## config.mk

```make
export PLATFORM = sky130hd
export DESIGN_NAME = sequenced_checksum_packetizer
export DESIGN_NICKNAME = d
export VERILOG_FILES = /design/src/sv/scp_pkg.sv /design/src/sv/scp_pkt_buf.sv /design/src/sv/scp_desc_queue.sv /design/src/sv/scp_front.sv /design/src/sv/scp_back.sv /design/src/sv/sequenced_checksum_packetizer.sv
export SDC_FILE = /design/constraint.sdc
export NUM_CORES = 1
export LEC_CHECK = 0
export BUFFER_PORTS_ARGS = -buffer_cell sky130_fd_sc_hd__buf_2
export CAP_MARGIN = 15
export CORE_MARGIN = 2
export CORE_UTILIZATION = 50
export CTS_CLUSTER_DIAMETER = 40
export DETAILED_ROUTE_END_ITERATION = 12
export GPL_TIMING_DRIVEN = 0
export PLACE_DENSITY = 0.66
export SLEW_MARGIN = 20
export SYNTH_ARGS = -nofsm -noshare
export SYNTH_HDL_FRONTEND = slang
export SYNTH_HIERARCHICAL = 1
export SYNTH_SLANG_ARGS = --single-unit
```

## constraint.sdc

```tcl
create_clock -name clk -period 13 [get_ports clk]
set_input_delay 1.95 -clock clk [delete_from_list [all_inputs] [get_ports clk]]
set_output_delay 1.95 -clock clk [all_outputs]
set_load 0.02 [all_outputs]
```

## src/sv/scp_pkg.sv

```systemverilog
// ----------------------------------------------------------------------------
// scp_pkg
// Constants and types shared by the packetizer front end, queue and back end.
// ----------------------------------------------------------------------------
package scp_pkg;

  localparam int MAX_CHUNK   = 32;
  localparam int LEN_W       = 6;
  localparam int BYTE_W      = 8;
  localparam int SEQ_W       = 32;
  localparam int HDR_BYTES   = 5;
  localparam int QDEPTH      = 2;
  localparam int SLOT_W      = $clog2(QDEPTH);
  localparam int CNT_W       = $clog2(QDEPTH + 1);
  localparam int IDX_W       = $clog2(MAX_CHUNK);
  localparam int ADDR_W      = SLOT_W + IDX_W;
  localparam int BUF_DEPTH   = 1 << ADDR_W;
  localparam int POS_W       = $clog2(MAX_CHUNK + HDR_BYTES);
  localparam int HB_W        = $clog2(HDR_BYTES);
  localparam int CHUNK_RESET = 32;

  localparam logic FUNC_DATA    = 1'b0;
  localparam logic FUNC_CONNECT = 1'b1;

  // One closed packet waiting for the back end
  typedef struct packed {
    logic [SEQ_W-1:0]  seq;
    logic [BYTE_W-1:0] csum;
    logic [LEN_W-1:0]  len;
    logic              msg_last;
  } desc_t;

  typedef struct packed {
    logic              full;
    logic              valid;
    logic [SLOT_W-1:0] wr_slot;
    logic [SLOT_W-1:0] rd_slot;
  } q_stat_t;

endpackage

```

## src/sv/scp_pkt_buf.sv

```systemverilog
// ----------------------------------------------------------------------------
// scp_pkt_buf
// Payload buffer, one bank per queue slot; one write and one registered read.
// ----------------------------------------------------------------------------
module scp_pkt_buf (
  input  logic                       clk,
  input  logic                       wr_en,
  input  logic [scp_pkg::ADDR_W-1:0] wr_addr,
  input  logic [scp_pkg::BYTE_W-1:0] wr_data,
  input  logic                       rd_en,
  input  logic [scp_pkg::ADDR_W-1:0] rd_addr,
  output logic [scp_pkg::BYTE_W-1:0] rd_data
);
  import scp_pkg::*;

  logic [BYTE_W-1:0] mem [BUF_DEPTH];
  logic [BYTE_W-1:0] rd_data_r;

  always_ff @(posedge clk) begin
    if (wr_en) begin
      mem[wr_addr] <= wr_data;
    end
  end

  // Hold the last read while the output stalls
  always_ff @(posedge clk) begin
    if (rd_en) begin
      rd_data_r <= mem[rd_addr];
    end
  end

  assign rd_data = rd_data_r;

endmodule

```

## src/sv/scp_desc_queue.sv

```systemverilog
// ----------------------------------------------------------------------------
// scp_desc_queue
// Short queue of closed packet descriptors; an entry leaves after its last byte.
// ----------------------------------------------------------------------------
module scp_desc_queue (
  input  logic             clk,
  input  logic             rst_n,
  input  logic             push,
  input  scp_pkg::desc_t   push_desc,
  input  logic             pop,
  output scp_pkg::desc_t   head,
  output scp_pkg::q_stat_t stat
);
  import scp_pkg::*;

  desc_t             desc_r [QDEPTH];
  logic [SLOT_W-1:0] wr_ptr_r, wr_ptr_nxt;
  logic [SLOT_W-1:0] rd_ptr_r, rd_ptr_nxt;
  logic [CNT_W-1:0]  count_r, count_nxt;

  always_comb begin
    wr_ptr_nxt = wr_ptr_r;
    rd_ptr_nxt = rd_ptr_r;
    count_nxt  = count_r;
    if (push) begin
      wr_ptr_nxt = (wr_ptr_r == SLOT_W'(QDEPTH - 1)) ? '0 : wr_ptr_r + 1'b1;
    end
    if (pop) begin
      rd_ptr_nxt = (rd_ptr_r == SLOT_W'(QDEPTH - 1)) ? '0 : rd_ptr_r + 1'b1;
    end
    case ({push, pop})
      2'b10:   count_nxt = count_r + 1'b1;
      2'b01:   count_nxt = count_r - 1'b1;
      default: count_nxt = count_r;
    endcase
  end

  always_ff @(posedge clk) begin
    if (!rst_n) begin
      wr_ptr_r <= '0;
      rd_ptr_r <= '0;
      count_r  <= '0;
    end else begin
      wr_ptr_r <= wr_ptr_nxt;
      rd_ptr_r <= rd_ptr_nxt;
      count_r  <= count_nxt;
    end
  end

  always_ff @(posedge clk) begin
    if (push) begin
      desc_r[wr_ptr_r] <= push_desc;
    end
  end

  assign head         = desc_r[rd_ptr_r];
  assign stat.full    = (count_r == CNT_W'(QDEPTH));
  assign stat.valid   = (count_r != '0);
  assign stat.wr_slot = wr_ptr_r;
  assign stat.rd_slot = rd_ptr_r;

endmodule

```

## src/sv/scp_front.sv

```systemverilog
// ----------------------------------------------------------------------------
// scp_front
// Accepts stream items, buffers payload, closes packets and numbers them.
// ----------------------------------------------------------------------------
module scp_front (
  input  logic                       clk,
  input  logic                       rst_n,
  input  logic                       cfg_we,
  input  logic [scp_pkg::LEN_W-1:0]  cfg_wdata,
  input  logic                       in_tvalid,
  output logic                       in_tready,
  input  logic [scp_pkg::BYTE_W-1:0] in_tdata,
  input  logic                       in_tuser,
  input  logic                       in_tlast,
  input  scp_pkg::q_stat_t           q_stat,
  output logic                       push,
  output scp_pkg::desc_t             push_desc,
  output logic                       wr_en,
  output logic [scp_pkg::ADDR_W-1:0] wr_addr,
  output logic [scp_pkg::BYTE_W-1:0] wr_data
);
  import scp_pkg::*;

  logic [LEN_W-1:0]  chunk_r;
  logic [LEN_W-1:0]  fill_r, fill_nxt;
  logic [BYTE_W-1:0] xor_r, xor_nxt;
  logic [SEQ_W-1:0]  seq_r, seq_nxt;
  logic [LEN_W-1:0]  eff_len;
  logic [LEN_W-1:0]  fill_inc;
  logic [BYTE_W-1:0] xor_upd;
  logic              acc;
  logic              close;

  always_comb begin
    if (chunk_r == '0) begin
      eff_len = LEN_W'(1);
    end else if (chunk_r > LEN_W'(MAX_CHUNK)) begin
      eff_len = LEN_W'(MAX_CHUNK);
    end else begin
      eff_len = chunk_r;
    end
  end

  // A free bank always exists while the queue has room
  assign in_tready = !q_stat.full;
  assign acc       = in_tvalid && in_tready;
  assign fill_inc  = fill_r + 1'b1;
  assign xor_upd   = xor_r ^ in_tdata;
  assign close     = (fill_inc >= eff_len) || in_tlast;

  assign wr_en   = acc && (in_tuser == FUNC_DATA);
  assign wr_addr = {q_stat.wr_slot, fill_r[IDX_W-1:0]};
  assign wr_data = in_tdata;

  assign push               = wr_en && close;
  assign push_desc.seq      = seq_r;
  assign push_desc.csum     = xor_upd;
  assign push_desc.len      = fill_inc;
  assign push_desc.msg_last = in_tlast;

  always_comb begin
    fill_nxt = fill_r;
    xor_nxt  = xor_r;
    seq_nxt  = seq_r;
    if (acc && (in_tuser == FUNC_CONNECT)) begin
      seq_nxt = '0;
    end else if (wr_en) begin
      if (close) begin
        fill_nxt = '0;
        xor_nxt  = '0;
        seq_nxt  = seq_r + 1'b1;
      end else begin
        fill_nxt = fill_inc;
        xor_nxt  = xor_upd;
      end
    end
  end

  always_ff @(posedge clk) begin
    if (!rst_n) begin
      chunk_r <= LEN_W'(CHUNK_RESET);
      fill_r  <= '0;
      xor_r   <= '0;
      seq_r   <= '0;
    end else begin
      if (cfg_we) begin
        chunk_r <= cfg_wdata;
      end
      fill_r <= fill_nxt;
      xor_r  <= xor_nxt;
      seq_r  <= seq_nxt;
    end
  end

endmodule

```

## src/sv/scp_back.sv

```systemverilog
// ----------------------------------------------------------------------------
// scp_back
// Walks the head packet: four sequence bytes, checksum, then buffered payload.
// ----------------------------------------------------------------------------
module scp_back (
  input  logic                       clk,
  input  logic                       rst_n,
  input  scp_pkg::q_stat_t           q_stat,
  input  scp_pkg::desc_t             head,
  output logic                       pop,
  output logic                       rd_en,
  output logic [scp_pkg::ADDR_W-1:0] rd_addr,
  input  logic [scp_pkg::BYTE_W-1:0] rd_data,
  output logic                       out_tvalid,
  input  logic                       out_tready,
  output logic [scp_pkg::BYTE_W-1:0] out_tdata,
  output logic                       out_tlast,
  output logic                       out_tuser
);
  import scp_pkg::*;

  logic [POS_W-1:0]  pos_r, pos_nxt;
  logic              out_valid_r;
  logic              src_pay_r;
  logic [BYTE_W-1:0] hdr_r;
  logic              tlast_r;
  logic              tuser_r;

  logic                            load;
  logic                            emit;
  logic                            is_pay;
  logic                            last_b;
  logic [POS_W-1:0]                pay_pos;
  logic [HB_W-1:0]                 hsel;
  logic [HDR_BYTES-1:0][BYTE_W-1:0] hdr_bytes;

  assign load    = !out_valid_r || out_tready;
  assign emit    = load && q_stat.valid;
  assign is_pay  = (pos_r >= POS_W'(HDR_BYTES));
  assign last_b  = (pos_r == POS_W'(head.len) + POS_W'(HDR_BYTES - 1));
  assign pay_pos = pos_r - POS_W'(HDR_BYTES);

  // Sequence number big-endian first, checksum in the lowest slot
  assign hdr_bytes = {head.seq, head.csum};
  assign hsel      = HB_W'(HDR_BYTES - 1) - pos_r[HB_W-1:0];

  assign rd_en   = emit && is_pay;
  assign rd_addr = {q_stat.rd_slot, pay_pos[IDX_W-1:0]};
  assign pop     = emit && last_b;

  always_comb begin
    pos_nxt = pos_r;
    if (emit) begin
      pos_nxt = last_b ? '0 : pos_r + 1'b1;
    end
  end

  always_ff @(posedge clk) begin
    if (!rst_n) begin
      out_valid_r <= 1'b0;
      pos_r       <= '0;
    end else begin
      if (load) begin
        out_valid_r <= q_stat.valid;
      end
      pos_r <= pos_nxt;
    end
  end

  always_ff @(posedge clk) begin
    if (emit) begin
      src_pay_r <= is_pay;
      hdr_r     <= hdr_bytes[hsel];
      tlast_r   <= last_b;
      tuser_r   <= last_b && head.msg_last;
    end
  end

  assign out_tvalid = out_valid_r;
  assign out_tdata  = src_pay_r ? rd_data : hdr_r;
  assign out_tlast  = tlast_r;
  assign out_tuser  = tuser_r;

endmodule

```

## src/sv/sequenced_checksum_packetizer.sv

```systemverilog
// ----------------------------------------------------------------------------
// sequenced_checksum_packetizer
// Cuts a byte stream into numbered, checksummed packets.
// ----------------------------------------------------------------------------
// Input stream: one message byte per transaction on in_tdata, in_tlast on the
// final byte of a message; in_tuser high makes the transaction a connect,
// which clears the packet sequence number and carries no byte.
// Output stream: one packet byte per transaction: sequence number (4 bytes,
// MSB first), XOR of the payload, then the payload. out_tlast marks the last
// byte of each packet, out_tuser the last byte of a message's final packet.
// cfg_we/cfg_wdata set the payload length per packet (0 acts as 1, values
// above 32 act as 32); write it only while the block is idle.
// The first header byte is registered once the descriptor of the packet that
// closes has entered the queue. The back end sends one byte per cycle while
// out_tready allows, so a packet of N payload bytes goes out as N+5 bytes; input
// is taken one byte per cycle while one of the two payload banks is free, so for
// long messages input is held to N payload bytes per N+5 output bytes.
// Reset clears sequence number, fill level, checksum and queue, and restores
// a payload length of 32. A stalled receiver holds the current output byte;
// input keeps flowing until both banks hold closed packets.
// ----------------------------------------------------------------------------
module sequenced_checksum_packetizer (
  input  logic                       clk,
  input  logic                       rst_n,
  input  logic                       cfg_we,
  input  logic [scp_pkg::LEN_W-1:0]  cfg_wdata,   // chunk_length
  input  logic                       in_tvalid,
  output logic                       in_tready,
  input  logic [scp_pkg::BYTE_W-1:0] in_tdata,    // data_byte
  input  logic                       in_tuser,    // func
  input  logic                       in_tlast,    // last_byte
  output logic                       out_tvalid,
  input  logic                       out_tready,
  output logic [scp_pkg::BYTE_W-1:0] out_tdata,   // out_byte
  output logic                       out_tuser,   // message_end
  output logic                       out_tlast    // packet_end
);
  import scp_pkg::*;

  q_stat_t           q_stat;
  desc_t             push_desc;
  desc_t             head;
  logic              push;
  logic              pop;
  logic              wr_en;
  logic [ADDR_W-1:0] wr_addr;
  logic [BYTE_W-1:0] wr_data;
  logic              rd_en;
  logic [ADDR_W-1:0] rd_addr;
  logic [BYTE_W-1:0] rd_data;

  scp_front u_front (
    .clk       (clk),
    .rst_n     (rst_n),
    .cfg_we    (cfg_we),
    .cfg_wdata (cfg_wdata),
    .in_tvalid (in_tvalid),
    .in_tready (in_tready),
    .in_tdata  (in_tdata),
    .in_tuser  (in_tuser),
    .in_tlast  (in_tlast),
    .q_stat    (q_stat),
    .push      (push),
    .push_desc (push_desc),
    .wr_en     (wr_en),
    .wr_addr   (wr_addr),
    .wr_data   (wr_data)
  );

  scp_desc_queue u_queue (
    .clk       (clk),
    .rst_n     (rst_n),
    .push      (push),
    .push_desc (push_desc),
    .pop       (pop),
    .head      (head),
    .stat      (q_stat)
  );

  scp_pkt_buf u_buf (
    .clk     (clk),
    .wr_en   (wr_en),
    .wr_addr (wr_addr),
    .wr_data (wr_data),
    .rd_en   (rd_en),
    .rd_addr (rd_addr),
    .rd_data (rd_data)
  );

  scp_back u_back (
    .clk        (clk),
    .rst_n      (rst_n),
    .q_stat     (q_stat),
    .head       (head),
    .pop        (pop),
    .rd_en      (rd_en),
    .rd_addr    (rd_addr),
    .rd_data    (rd_data),
    .out_tvalid (out_tvalid),
    .out_tready (out_tready),
    .out_tdata  (out_tdata),
    .out_tlast  (out_tlast),
    .out_tuser  (out_tuser)
  );

endmodule

```

==> results.cfg <==
[run_status]
outcome = finished clean

[timing]
final-hold-violation-count = 0
setup_viol = 0
clock.fmax_ghz = 0.190
period_minus_slack_ps = 5260
grt_setup_unrepaired = false
slew-limit-headroom = 0.283
worstMarginPinSlew_ps = 1070
fin_tns_setup_ps = 0
finClkSkew_ps = 23.0
finalMaxSlewViolations = 0
post-route-period-util = 0.404

[run]
maxCapViolCount = 0

[routing]
drc = 0
dr.pass1.iters = 6
first_iter_violations = 1709
vias_per_cell = 6.06
postRouteAntennaNets = 0
finalWirelength_um = 67700
vias = 15300
wl_per_cell_um = 26.8

[place]
dp_cells = 2356
dp_hpwl_um = 44100
place_congestion = 0.907
portBuffers = 31

[floorplan]
start_util = 0.507
num_io_pins = 33
dieArea_um2 = 58000
die_h_um = 241
die_x_um = 241
rows = 86
core_um2 = 55300

[final_layout]
layout_common_cells = edfxtp_1, mux4_2, nor2_1
antenna_cells = 0
layout_commonest_cell = edfxtp_1
final_layout_size_suffix_gt1_frac = 0.265
layout.nets = 1736
area_growth_pct = 14.9
stdcell_count = 2525

[synth]
synthCells = 1575
yosysWarnings = 6
yosys.area.top_type = edfxtp_1
yosysSeqAreaShare = 0.715
synth_flop_cell = edfxtp_1
ys_async_sr_fraction = 0
synth_edf_count = 625
syn_nets = 1610
syn_area_per_cell_um2 = 17.8
synth_top_area_share = 0.669
syn_area_um2 = 28100
synthDistinctLibCells = 64
synth-seq-cells = 689
synthTopCellsByArea = edfxtp_1, mux4_2, dfxtp_1

[critical_path]
crit_cells = 7
cp.required_ps = 13240
worst_setup_path_end_kind = register
path_class = in -> reg
r2r_cells = 12
cp-start-kind = primary input
rr_startpoint = u_back/pos_r[0]
worst-path-buf-inv = 4
arrival_ps = 5500
cp_slowest_cell = nor2_1
crit_chain = buf_2 -> nand3b_1 -> inv_1 -> buf_2 -> buf_1 -> nand3_1 -> nor2_1
cpMostUsedCell = buf_2
cpLargestDelayFamily = simple AND/OR/NAND/NOR gates
critPathMaxStageDelay_ps = 1010
crit_fanout = 16
cp-startpoint = in_tuser

[global_routing]
overflow = 0
grt_usage = 0.239
grt_max_degree = 65
first_global_vias = 15300
grt_pass1_wl_um = 99700
antenna_found_initial = 0

[clock_network]
insertion_delay_ps = 640
cts_buffers = 91
cts_root_buffer = clkbuf_16
cts_tree = built
cts_sinks = 689
clkTransAtPathRegs_ps = 60
cts_setup_buffers = 0
cts.path.max_buffers = 3
cts_hold_buffers = 0
cts_max_level = 3
ctsResizeCount = 0

[pwr]
p_leak_nw = 10.4
vdd_drop_max_mv = 0.102
power_per_cell_area_nw_per_um2 = 164

[min_path]
min_from = u_front/xor_r[2]
hold_path_depth = 2
hp-class = reg -> reg
[path summary, 6_finish.rpt]
path	end	slack (ps)
worst max-delay path	u_buf/mem[57][6]	7740
worst min-delay path	u_front/xor_r[2]	470
worst min register to register	u_front/xor_r[2]	470
worst max register to register	u_buf/rd_data[5]	7950
[synthesized netlist by cell type (4+ instances only)]
master / count
inv_1: 13
nor2_1: 98
xor2_1: 19
nor3_1: 9
or3_1: 4
and3_1: 6
edfxtp_1: 625
o22ai_1: 8
nor4_1: 5
dfxtp_1: 64
xnor2_1: 12
o21ai_0: 8
o221ai_1: 9
nand3_1: 58
buf_4: 36
nand4_1: 12
mux2_2: 68
nand2b_1: 10
a211oi_1: 5
and2_1: 10
mux4_2: 134
o31ai_1: 26
clkbuf_1: 34
buf_1: 7
nand3b_1: 5
nand2_1: 71
buf_2: 17
a21oi_1: 38
ha_1: 14
a21boi_0: 15
or4_1: 26
mux2i_1: 28
a221oi_1: 6
nor2b_1: 20
buf_6: 5
[metrics by stage]
step	hold WS, ps	utilization	setup WS, ps	cell area, um^2	total power [mW]
floorplan	440	-	7910	28100	2.74
global placement	461	0.527	6100	29100	2.88
detailed placement	466	0.528	7350	29200	2.88
CTS	474	0.583	7990	32200	5.32
global route	499	0.583	7680	32200	5.43
finish	474	0.583	7740	32200	5.28
[cells by family after synthesis]
| kind of cell | share of synthesized area |
|---|---|
| DFF | 0.715 |
| AOI/OAI and AO/OA | 0.0370 |
| buffers and inverters | 0.0233 |
| muxes | 0.145 |
| adders and majority gates | 0.00624 |
| xor gates and xnor gates | 0.0108 |
| and+or+nand+nor | 0.0632 |
[sequential cells by signal, indices dropped and copies added (netlist names), named ones only]
register / cells
u_queue/rd_ptr_r: 1
u_front/chunk_r: 6
u_back/hdr_r: 8
u_back/pos_r: 6
u_buf/mem: 512
u_back/out_tlast: 1
u_back/out_tvalid: 1
u_front/fill_r: 6
u_buf/rd_data: 8
u_queue/desc_r: 94
u_front/xor_r: 8
u_front/seq_r: 32
u_back/out_tuser: 1
u_queue/wr_ptr_r: 1
u_queue/count_r: 2
u_back/src_pay_r: 1
[worst reg2reg max path, cell delays in order, from the launching register on]
cell and delay (ps):
dfxtp_1 500, buf_4 300, inv_1 190, ha_1 340, clkbuf_1 360, inv_1 130, buf_4 220, buf_2 470
buf_4 350, buf_2 430, nand3b_1 310, o22ai_1 180, o41ai_1 910
[area by class of cell]
type | instances | area, um^2
inverter | 13 | 48.8
buffer | 101 | 606
multi-input combinational | 772 | 7370
tap | 748 | 936
timing repair buffer | 33 | 210
fill | 4135 | 23100
sequential | 689 | 20000
clock buffer | 99 | 2380
clock inverter | 70 | 646
[layer usage]
metal | vias up | global-route usage | wire length, um
li1 | 6595 | - | -
met1 | 7861 | 0.319 | 26900
met2 | 708 | 0.392 | 33300
met3 | 146 | 0.0348 | 4810
met4 | 0 | 0.107 | 2750
met5 | - | 0 | 0
[power by group]
part / switching (mW) / total, mW / internal, mW
Clock: 0.978 / 2.44 / 1.47
Combinational: 0.244 / 0.398 / 0.154
Sequential: 0.00740 / 2.44 / 2.43
Total: 1.23 / 5.28 / 4.05
Power figures use the tool's default switching activity.
